==> src/rtl/rc4sc_pkg.sv <==
// RC4 cipher block: shared types and constants.
// No dependencies; imported by rc4_stream_cipher.
package rc4sc_pkg;

	// Number of key bytes that complete the key schedule (1..256)
	localparam logic [8:0] KEY_LENGTH = 9'd256;

	// Command codes carried on cmd
	typedef enum logic [1:0] {
		CMD_KEY     = 2'd0,
		CMD_DATA    = 2'd1,
		CMD_RESTART = 2'd2,
		CMD_NONE    = 2'd3
	} cmd_t;

	// Sequencer states, one-hot
	typedef enum logic [4:0] {
		ST_IDLE = 5'b00001,
		ST_RDJ  = 5'b00010,
		ST_WRI  = 5'b00100,
		ST_WRJ  = 5'b01000,
		ST_OUT  = 5'b10000
	} state_t;

endpackage

==> src/rtl/rc4_stream_cipher.sv <==
// RC4 cipher block top level: sequencer around the 256-entry permutation memory.
// Depends on rc4sc_pkg.
//
// One word goes in per item. A key word (cmd 0) runs one key-scheduling step through
// states RDJ, WRI and WRJ before the next acceptance; a data word (cmd 1) runs one
// keystream step through RDJ, WRI, WRJ and OUT, its result landing in an output register
// that may wait for the consumer while the next item is taken. A data word sent before
// the key is complete passes through OUT unchanged with key_incomplete set. Restart
// (cmd 2) and the unused code stay in IDLE; restart restores the identity permutation
// at once through per-entry valid bits. The sequence is set by the permutation memory,
// which has one read port and one write port: each step reads two entries, writes them
// back swapped, and reads the keystream entry, one access per port per cycle.
module rc4_stream_cipher
	import rc4sc_pkg::*;
(
	input  logic       clk,
	input  logic       arst_n,
	input  logic       in_valid,
	output logic       in_ready,
	input  logic [1:0] cmd,
	input  logic [7:0] byte_in,
	input  logic       last_in,
	output logic       out_valid,
	input  logic       out_ready,
	output logic [7:0] byte_out,
	output logic       last_out,
	output logic       key_incomplete
);

	// Control state
	state_t      state_q;
	logic [7:0]  i_q;
	logic [7:0]  j_q;
	logic [8:0]  cnt_q;
	logic [255:0] valid_q;
	logic        ovalid_q;

	// Per-item working registers
	logic        is_key_q;
	logic        pass_q;
	logic [7:0]  byte_q;
	logic        last_q;
	logic [7:0]  ai_q;
	logic [7:0]  jn_q;
	logic [7:0]  si_q;
	logic [7:0]  sj_q;

	// Memory and read path
	logic [7:0]  mem [256];
	logic [7:0]  rdata_q;
	logic        rvld_q;
	logic [7:0]  raddr_q;
	logic [7:0]  raddr;
	logic        we;
	logic [7:0]  waddr;
	logic [7:0]  wdata;
	logic [7:0]  rd;

	// Output register
	logic [7:0]  obyte_q;
	logic        olast_q;
	logic        oinc_q;

	logic        accept;
	logic        key_done;
	logic [7:0]  i_inc;
	logic [7:0]  ai_next;
	logic [7:0]  kadd;
	logic [9:0]  jsum;
	logic [8:0]  tsum;
	logic [8:0]  cnt_inc;
	logic        out_free;
	logic [7:0]  ks;
	cmd_t        cmd_c;

	assign cmd_c    = cmd_t'(cmd);
	assign in_ready = (state_q == ST_IDLE);
	assign accept   = in_valid && in_ready;
	assign key_done = (cnt_q >= KEY_LENGTH);
	assign out_free = !ovalid_q || out_ready;

	// Table read: an entry never written reads as its own index
	assign rd = rvld_q ? rdata_q : raddr_q;

	// Index arithmetic, all modulo 256
	assign i_inc   = 8'(i_q + 8'd1);
	assign ai_next = (cmd_c == CMD_DATA) ? i_inc : i_q;
	assign kadd    = is_key_q ? byte_q : 8'd0;
	assign jsum    = {2'b00, j_q} + {2'b00, rd} + {2'b00, kadd};
	assign tsum    = {1'b0, si_q} + {1'b0, sj_q};
	assign cnt_inc = cnt_q + 9'd1;

	// Keystream byte: forward S[j] when t hits the entry written last cycle
	assign ks = (raddr_q == jn_q) ? si_q : rd;

	// Memory port control
	always_comb begin
		raddr = ai_next;
		we    = 1'b0;
		waddr = ai_q;
		wdata = rd;
		case (state_q)
			ST_IDLE: begin
				raddr = ai_next;
			end
			ST_RDJ: begin
				raddr = jsum[7:0];
			end
			ST_WRI: begin
				we    = 1'b1;
				waddr = ai_q;
				wdata = rd;
			end
			ST_WRJ: begin
				we    = 1'b1;
				waddr = jn_q;
				wdata = si_q;
				raddr = tsum[7:0];
			end
			ST_OUT: begin
				// keep the keystream entry on the read port while the result waits
				raddr = raddr_q;
			end
			default: begin
				raddr = ai_next;
			end
		endcase
	end

	// Permutation memory, registered read
	always_ff @(posedge clk) begin
		if (we) begin
			mem[waddr] <= wdata;
		end
		rdata_q <= mem[raddr];
		raddr_q <= raddr;
	end

	// Valid bit of the entry being read, sampled with the read
	always_ff @(posedge clk or negedge arst_n) begin
		if (!arst_n) begin
			rvld_q <= 1'b0;
		end else begin
			rvld_q <= valid_q[raddr];
		end
	end

	// Sequencer and running indices
	always_ff @(posedge clk or negedge arst_n) begin
		if (!arst_n) begin
			state_q <= ST_IDLE;
			i_q     <= 8'd0;
			j_q     <= 8'd0;
			cnt_q   <= 9'd0;
			valid_q <= '0;
		end else begin
			if (we) begin
				valid_q[waddr] <= 1'b1;
			end
			case (state_q)
				ST_IDLE: begin
					if (accept) begin
						case (cmd_c)
							CMD_KEY: begin
								if (!key_done) begin
									state_q <= ST_RDJ;
								end
							end
							CMD_DATA: begin
								state_q <= key_done ? ST_RDJ : ST_OUT;
							end
							CMD_RESTART: begin
								valid_q <= '0;
								i_q     <= 8'd0;
								j_q     <= 8'd0;
								cnt_q   <= 9'd0;
							end
							default: begin
								state_q <= ST_IDLE;
							end
						endcase
					end
				end
				ST_RDJ: begin
					state_q <= ST_WRI;
				end
				ST_WRI: begin
					state_q <= ST_WRJ;
				end
				ST_WRJ: begin
					if (is_key_q) begin
						cnt_q <= cnt_inc;
						if (cnt_inc >= KEY_LENGTH) begin
							i_q <= 8'd0;
							j_q <= 8'd0;
						end else begin
							i_q <= 8'(ai_q + 8'd1);
							j_q <= jn_q;
						end
						state_q <= ST_IDLE;
					end else begin
						i_q     <= ai_q;
						j_q     <= jn_q;
						state_q <= ST_OUT;
					end
				end
				ST_OUT: begin
					if (out_free) begin
						state_q <= ST_IDLE;
					end
				end
				default: begin
					state_q <= ST_IDLE;
				end
			endcase
		end
	end

	// Per-item working registers
	always_ff @(posedge clk) begin
		if (accept) begin
			is_key_q <= (cmd_c == CMD_KEY);
			pass_q   <= !key_done;
			byte_q   <= byte_in;
			last_q   <= last_in;
			ai_q     <= ai_next;
		end
		if (state_q == ST_RDJ) begin
			si_q <= rd;
			jn_q <= jsum[7:0];
		end
		if (state_q == ST_WRI) begin
			sj_q <= rd;
		end
	end

	// Output register
	always_ff @(posedge clk or negedge arst_n) begin
		if (!arst_n) begin
			ovalid_q <= 1'b0;
		end else if (state_q == ST_OUT && out_free) begin
			ovalid_q <= 1'b1;
		end else if (out_ready) begin
			ovalid_q <= 1'b0;
		end
	end

	always_ff @(posedge clk) begin
		if (state_q == ST_OUT && out_free) begin
			obyte_q <= pass_q ? byte_q : (byte_q ^ ks);
			olast_q <= last_q;
			oinc_q  <= pass_q;
		end
	end

	assign out_valid      = ovalid_q;
	assign byte_out       = obyte_q;
	assign last_out       = olast_q;
	assign key_incomplete = oinc_q;

	// Restart clears the key count and indices
	a_restart: assert property (@(posedge clk) disable iff (!arst_n)
		accept && cmd_c == CMD_RESTART |=> cnt_q == 9'd0 && i_q == 8'd0 && j_q == 8'd0)
		else $error("restart did not clear the key state");

	// Key completion leaves both indices at zero
	a_keydone: assert property (@(posedge clk) disable iff (!arst_n)
		$rose(key_done) |-> i_q == 8'd0 && j_q == 8'd0)
		else $error("indices not cleared at key completion");

	// The table is written only in the two write-back states
	a_write: assert property (@(posedge clk) disable iff (!arst_n)
		we |-> state_q == ST_WRI || state_q == ST_WRJ)
		else $error("table write outside write-back");

	// A result is loaded only when the output register is free
	a_oreg: assert property (@(posedge clk) disable iff (!arst_n)
		ovalid_q && !out_ready |=> ovalid_q && $stable(obyte_q))
		else $error("pending result overwritten");

endmodule

==> config.mk <==
export PLATFORM = sky130hd
export DESIGN_NAME = rc4_stream_cipher
export DESIGN_NICKNAME = d
export VERILOG_FILES = /design/src/rtl/rc4sc_pkg.sv /design/src/rtl/rc4_stream_cipher.sv
export SDC_FILE = /design/constraint.sdc
export NUM_CORES = 2
export LEC_CHECK = 0
export BUFFER_PORTS_ARGS = -buffer_cell sky130_fd_sc_hd__buf_4
export CAP_MARGIN = 20
export CORE_ASPECT_RATIO = 1.4
export CORE_MARGIN = 2
export CORE_UTILIZATION = 39
export DETAILED_ROUTE_END_ITERATION = 8
export SLEW_MARGIN = 20
export SYNTH_ARGS = -nofsm -noshare
export SYNTH_HDL_FRONTEND = slang
export SYNTH_SLANG_ARGS = --single-unit
==> constraint.sdc <==
create_clock -name clk -period 16.2 [get_ports clk]
set_input_delay 2.43 -clock clk [delete_from_list [all_inputs] [get_ports clk]]
set_output_delay 2.43 -clock clk [all_outputs]
set_load 0.02 [all_outputs]
# --- Word-level counts from Yosys, hierarchy flattened ---
# Memory sizes are Yosys's and may differ from the RTL's. A register that Yosys moved wholly into a read port is not among the register bits.
# Cells that the tools add are included.
totals:
  regBits: 349
  latchBits: 0
  mem_bits_rw: 2048
  mem_bits_ro: 0
  in_bits: 15
  output_inout_bits: 12
  wordCells: 100
  memories: 1
mem_list:
  columns: ["name", "depth", "word_bits", "read_ports", "rd_ports_with_merged_regs", "wr", "line_no", "text"]
  rows:
  - ["mem", 256, 8, 1, 1, 1, "rc4_stream_cipher.sv:49", "logic [7:0] mem [256];"]
classes:
  addsub: 6
  mul: 0
  div: 0
  n_lt_le_gt_ge: 5
  n_eq_ne: 14
  shifts: 0
  muxes: 40
  bitwise_logic: 2
  n_reduce_logical: 13
ops:
  columns: ["operator", "count"]
  rows:
  - ["2-to-1 mux 256 bit", 4]
  - ["bitwise OR 256 bit", 1]
  - ["2-to-1 mux 8 bit", 13]
  - ["case mux 8 bit (2 select lines)", 2]
  - ["2-to-1 mux 9 bit", 3]
  - ["2-to-1 mux 5 bit", 5]
  - ["case mux 5 bit (5 select lines)", 1]
  - ["adder 8 bit", 3]
  - ["case mux 8 bit (3 select lines)", 1]
  - [">= comparator 9 bit (second input constant)", 2]
  - ["< comparator 8 x 9 -> 1 bit (second input constant)", 2]
  - ["case mux 9 bit (2 select lines)", 1]
  - ["adder 8 x 1 -> 8 bit (second input constant)", 2]
  - ["case mux 5 bit (3 select lines)", 1]
  - ["adder 9 x 1 -> 9 bit (second input constant)", 1]
  - ["binary-select mux 1 bit (select 8 bit)", 1]
  - ["demux 1 bit (select 8 bit)", 1]
  - ["equality test 8 bit", 1]
  - [">= comparator 8 x 1 -> 1 bit (second input constant)", 1]
  - ["AND reduction 4 bit", 2]
  - ["XOR 8 bit", 1]
  - ["2-to-1 mux 1 bit", 7]
  - ["inequality test 2 bit (second input constant)", 3]
  - ["equality test 5 x 1 -> 1 bit (second input constant)", 1]
  - ["other kinds (15)", 20]

# --- Depth between registers and ports, before layout ---
depth:
  depth_word: 11
  ltp_mapped: 22
  depth_no_buf: 17

# --- Worst setup path after synthesis ---
# Ideal clock, no wire load.
synth_path:
  path_type: "flip-flop to flip-flop"
  start: "register state_q[0]"
  end: "memory mem[0][6], data pin"
  setup_ns: 1.579
  t_arrival_ns: 8.745
  required_ns: 14.621
  path_slack_ns: 5.876
  path_stages_with_launch: 9
  n_path_buf: 4
  period_less_slack_ns: 10.324
  cell_sequence: "dfstp_2 > or3_4 > or2_1 > clkbuf_1 > clkbuf_1 > clkbuf_1 > clkbuf_1 > nor2_1 > a21oi_1"
synth_via:
  elab_chain_cells: 2
synth_rtl:
  columns: ["item", "line_no", "text"]
  rows:
  - ["from (decl)", "rc4_stream_cipher.sv:31", "state_t state_q;"]
  - ["from (signal assigned)", "rc4_stream_cipher.sv:170", "state_q <= key_done ? ST_RDJ : ST_OUT;"]
  - ["equality test 5 x 4 -> 1 bit", "rc4_stream_cipher.sv:102", "case (state_q)"]
  - ["2-to-1 mux 8 bit", "rc4_stream_cipher.sv:102", null]
  - ["via wdata[6]", "rc4_stream_cipher.sv:56", "logic [7:0] wdata;"]
  - ["to (decl)", "rc4_stream_cipher.sv:49", null]
# The timed path passes the listed nets, and every way through them passes these cells.

# --- Worst setup path after layout ---
layout_path:
  start: "register rvld_q"
  end: "register rdata_q[3], read port of mem"
layout_via:
  elab_chain_cells: 4
layout_rtl:
  columns: ["item", "line_no", "text"]
  rows:
  - ["from (decl)", "rc4_stream_cipher.sv:51", "logic rvld_q;"]
  - ["from (signal assigned)", "rc4_stream_cipher.sv:144", "rvld_q <= valid_q[raddr];"]
  - ["2-to-1 mux 8 bit", "rc4_stream_cipher.sv:83", "assign rd = rvld_q ? rdata_q : raddr_q;"]
  - ["adder 8 bit (2 in series)", "rc4_stream_cipher.sv:89", "assign jsum = {2'b00, j_q} + {2'b00, rd} + {2'b00, kadd};"]
  - ["via jsum[5]", "rc4_stream_cipher.sv:69", "logic [9:0] jsum;"]
  - ["case mux 8 bit (3 select lines)", "rc4_stream_cipher.sv:102", null]
  - ["to (decl)", "rc4_stream_cipher.sv:50", "logic [7:0] rdata_q;"]
# The timed path passes the listed nets, and every way through them passes these cells.
# A chain may end at the register's enable or synchronous reset.

==> out/qor.csv <==
stage,metric,value,unit
status,outcome,completed,
cts,post_cts_buffers,0,
cts,post_cts_resized,0,
timing,rsz0062_at_grt,false,
floorplan,initial_utilization,39.2,%
place,portBuffers,26,
critical_path,cp-end-kind,flop,
cells_and_area,final_nets,7342,
logic_synthesis,netlist_instances,7352,
routing,drt_wl_total,328,mm
cts,postCtsHoldBufs,0,
timing,max_freq,120,MHz
grt,grt_pass1_vias,61700,
critical_path,cp.arrival,9.12,ns
logic_synthesis,synth_edf_count,2101,
cts,clk_pin_slew,0.07,ns
grt,antenna_found_initial,14,
timing,worstMarginPinSlew,1.37,ns
job,max-cap-violations,0,
cts,clock_path_buffers,4,
cts,numCtsBuffers,218,
cells_and_area,stdcell_count,10800,
cells_and_area,mostFrequentLayoutCells,"2101 x edfxtp_1, 1570 x nand2_1, 829 x nor2_1",
place,hpwlAfterDp,197,mm
cts,cts_root_buffer,clkbuf_16,
power,total_power,13.5,mW
logic_synthesis,ys_seq_elements,2405,
timing,finClkSkew,0.0679,ns
critical_path,crit_fanout,26,
place,place_ws,7.86,ns
critical_path,cp.required,16.98,ns
power,p_leak,37.8,nW
cells_and_area,drive_gt1_share,9.54,%
critical_path,startpoint_type,flop,
cts,htree_levels,4,
critical_path,cpMaxStageDelayCell,a21oi_1,
grt,grt_first_pass_wirelength,463,mm
grt,grt-ovfl-total,0,
floorplan,fp.dieH,596,µm
routing,post_drt_via_cell_ratio,5.96,
timing,final_max_slew_viol_count,0,
timing,period_minus_slack,8.33,ns
logic_synthesis,ys.flop_type,edfxtp_1,
floorplan,die_x,427,µm
grt,grt_usage,25.3,%
floorplan,die_area,255000,µm²
floorplan,rows,217,
logic_synthesis,ys_seq_area_share,72.3,%
critical_path,timing.critical_path.cells,mux2i_1 > fa_1 > inv_1 > ha_1 > a211oi_1 > nor2_1 > xor2_1 > a221o_1 > nor2_4 > buf_4 > clkinv_2 > buf_4 > buf_4 > nor2_1 > a22oi_1 > a21oi_1 > nor3_1 > a22oi_1 > o211a_1,
cells_and_area,area_growth,11.2,%
logic_synthesis,syn_area,97700,µm²
timing,hold_viol_final,0,
routing,postRouteAntennaNets,0,
logic_synthesis,syn_avg_cell_area,13.3,µm²
grt,grt_max_degree,203,
logic_synthesis,yosys_warnings,0,
timing,fin_crit_sh,51.4,%
timing,max_slew_margin,8.68,%
logic_synthesis,ys_types,93,
cts,clock-sinks,2405,
critical_path,critPathKind,flop to flop,
cells_and_area,layout_commonest_cell,edfxtp_1,
place,dp_cells,10400,
floorplan,ios,27,
timing,setup_slack,7.87,ns
worst_hold_path,hp-class,flop to flop,
routing,drt-initial-drc-count,8385,
timing,setup_tns,0,ns
power,ir_worst_vdd,0.000106,V
critical_path,crit_top_cell,buf_4,
timing,final-setup-viol-count,0,
routing,route.vias.total,64300,
cells_and_area,finish.instance_area,109000,µm²
logic_synthesis,async_reset_ff_share,12.0,%
cts,cts_tree,built,
routing,wl_per_cell,30.4,µm
routing,drcViolationCount,0,
critical_path,max_stage_delay,1.06,ns
place,dpl_cell_area,101000,µm²
floorplan,core,249000,µm²
logic_synthesis,synth.net_count,7393,
cts,clock_latency,0.89,ns
power,cellPowerDensity,124,nW/µm²
routing,drt_pass1_iterations,8,
place,globalplace.congestion,0.936,
report_power, final:
group          leakage (nW)  internal, mW  switching (mW)
clock network          3.40          2.89            2.31
logic                  10.9         0.298           0.985
registers              23.5          6.96          0.0451
total                  37.8          10.1            3.34
critical path: cells and delay by family, from the launching register on:
kind                       cells  cell delay, ns
xor gates and xnor gates       1            0.18
and+or+nand+nor                4            1.03
adders and majority gates      2            0.80
muxes                          1            0.81
AOI/OAI and AO/OA              6            2.88
DFF                            1            0.70
buffers and inverters          5            1.73
path summary, 6_finish.rpt:
kind,endpoint,depth (start not counted),slack (ns),from
setup / recovery,rdata_q[3]$_DFF_P_,19,7.87,rvld_q$_DFF_PN0_
hold / removal,last_out$_DFFE_PP_,0,0.42,last_q$_DFFE_PP_
setup reg to reg,rdata_q[3]$_DFF_P_,19,7.87,rvld_q$_DFF_PN0_
hold reg to reg,last_out$_DFFE_PP_,0,0.42,last_q$_DFFE_PP_
max in group asynchronous,valid_q[170]$_DFF_PN0_,2,13.18,arst_n
min in group asynchronous,valid_q[48]$_DFF_PN0_,1,1.57,arst_n
cells by family (layout without fill, tap and decap cells):
group | count (synthesis) | count (layout) | share of synthesized area [%]
flops | 2405 | 2405 | 72.3
compound gates | 876 | 876 | 6.19
other cells | 0 | 18 | 0
mux | 246 | 246 | 4.07
buf+inv | 510 | 640 | 2.55
simple gates | 3241 | 3241 | 14.0
xor+xnor | 48 | 48 | 0.430
fa+ha+maj | 26 | 26 | 0.402
metrics by stage:
step / hold WS [ns] / util (%)
final: 0.420 / 43.6
after floorplan: 0.400 / -
after CTS: 0.437 / 43.5
after detailed placement: 0.435 / 40.7
after global routing: 0.445 / 43.5
after global placement: 0.414 / 40.7
flip-flops by register name, summed over array words and instances, names as in the netlist:
register and count:
out_valid 1, valid_q 256, cnt_q 9, key_incomplete 1, byte_out 8, ai_q 8, byte_q 8, is_key_q 1
i_q 8, jn_q 8, mem 2048, rdata_q 8, state_q 5, si_q 8, last_out 1, pass_q 1
last_q 1, sj_q 8, raddr_q 8, j_q 8, rvld_q 1
cell type report:
type	count	area [µm²]
clock inverters	82	845
multi-input cells	4437	24900
clock buffers	319	6150
well taps	3285	4110
inverters	42	193
repair buffers	197	1690
diodes	18	45.0
flip-flops and latches	2405	70600
fillers	22400	141000
metal layers:
layer	vias up	global-route usage, %	part of all wire, %
li1	26900	-	-
met1	32700	30.4	35
met2	3753	40.7	47
met3	901	4.51	8.8
met4	2	18.9	8.7
met5	-	0	0.0040
Yosys cell counts (all sizes together), types with 30 or more instances:
| library cell | number | area [µm²] |
|---|---|---|
| inv | 41 | 156 |
| o22ai | 40 | 250 |
| dfrtp | 287 | 7180 |
| nand4 | 42 | 263 |
| a32oi | 33 | 289 |
| o21ai | 62 | 322 |
| a22oi | 38 | 285 |
| a211oi | 84 | 643 |
| clkbuf | 140 | 526 |
| nand2 | 1575 | 5920 |
| edfxtp | 2101 | 63100 |
| nor4 | 30 | 188 |
| a311oi | 99 | 873 |
| a21oi | 237 | 1190 |
| xor2 | 32 | 280 |
| and3 | 186 | 1160 |
| nor2 | 865 | 3270 |
| nand3 | 410 | 2070 |
| buf | 328 | 1810 |
| a31oi | 120 | 751 |
| mux4 | 121 | 2730 |
| nor3 | 56 | 295 |
| mux2i | 122 | 1220 |
Note: power is estimated with default switching activity, not from simulation.
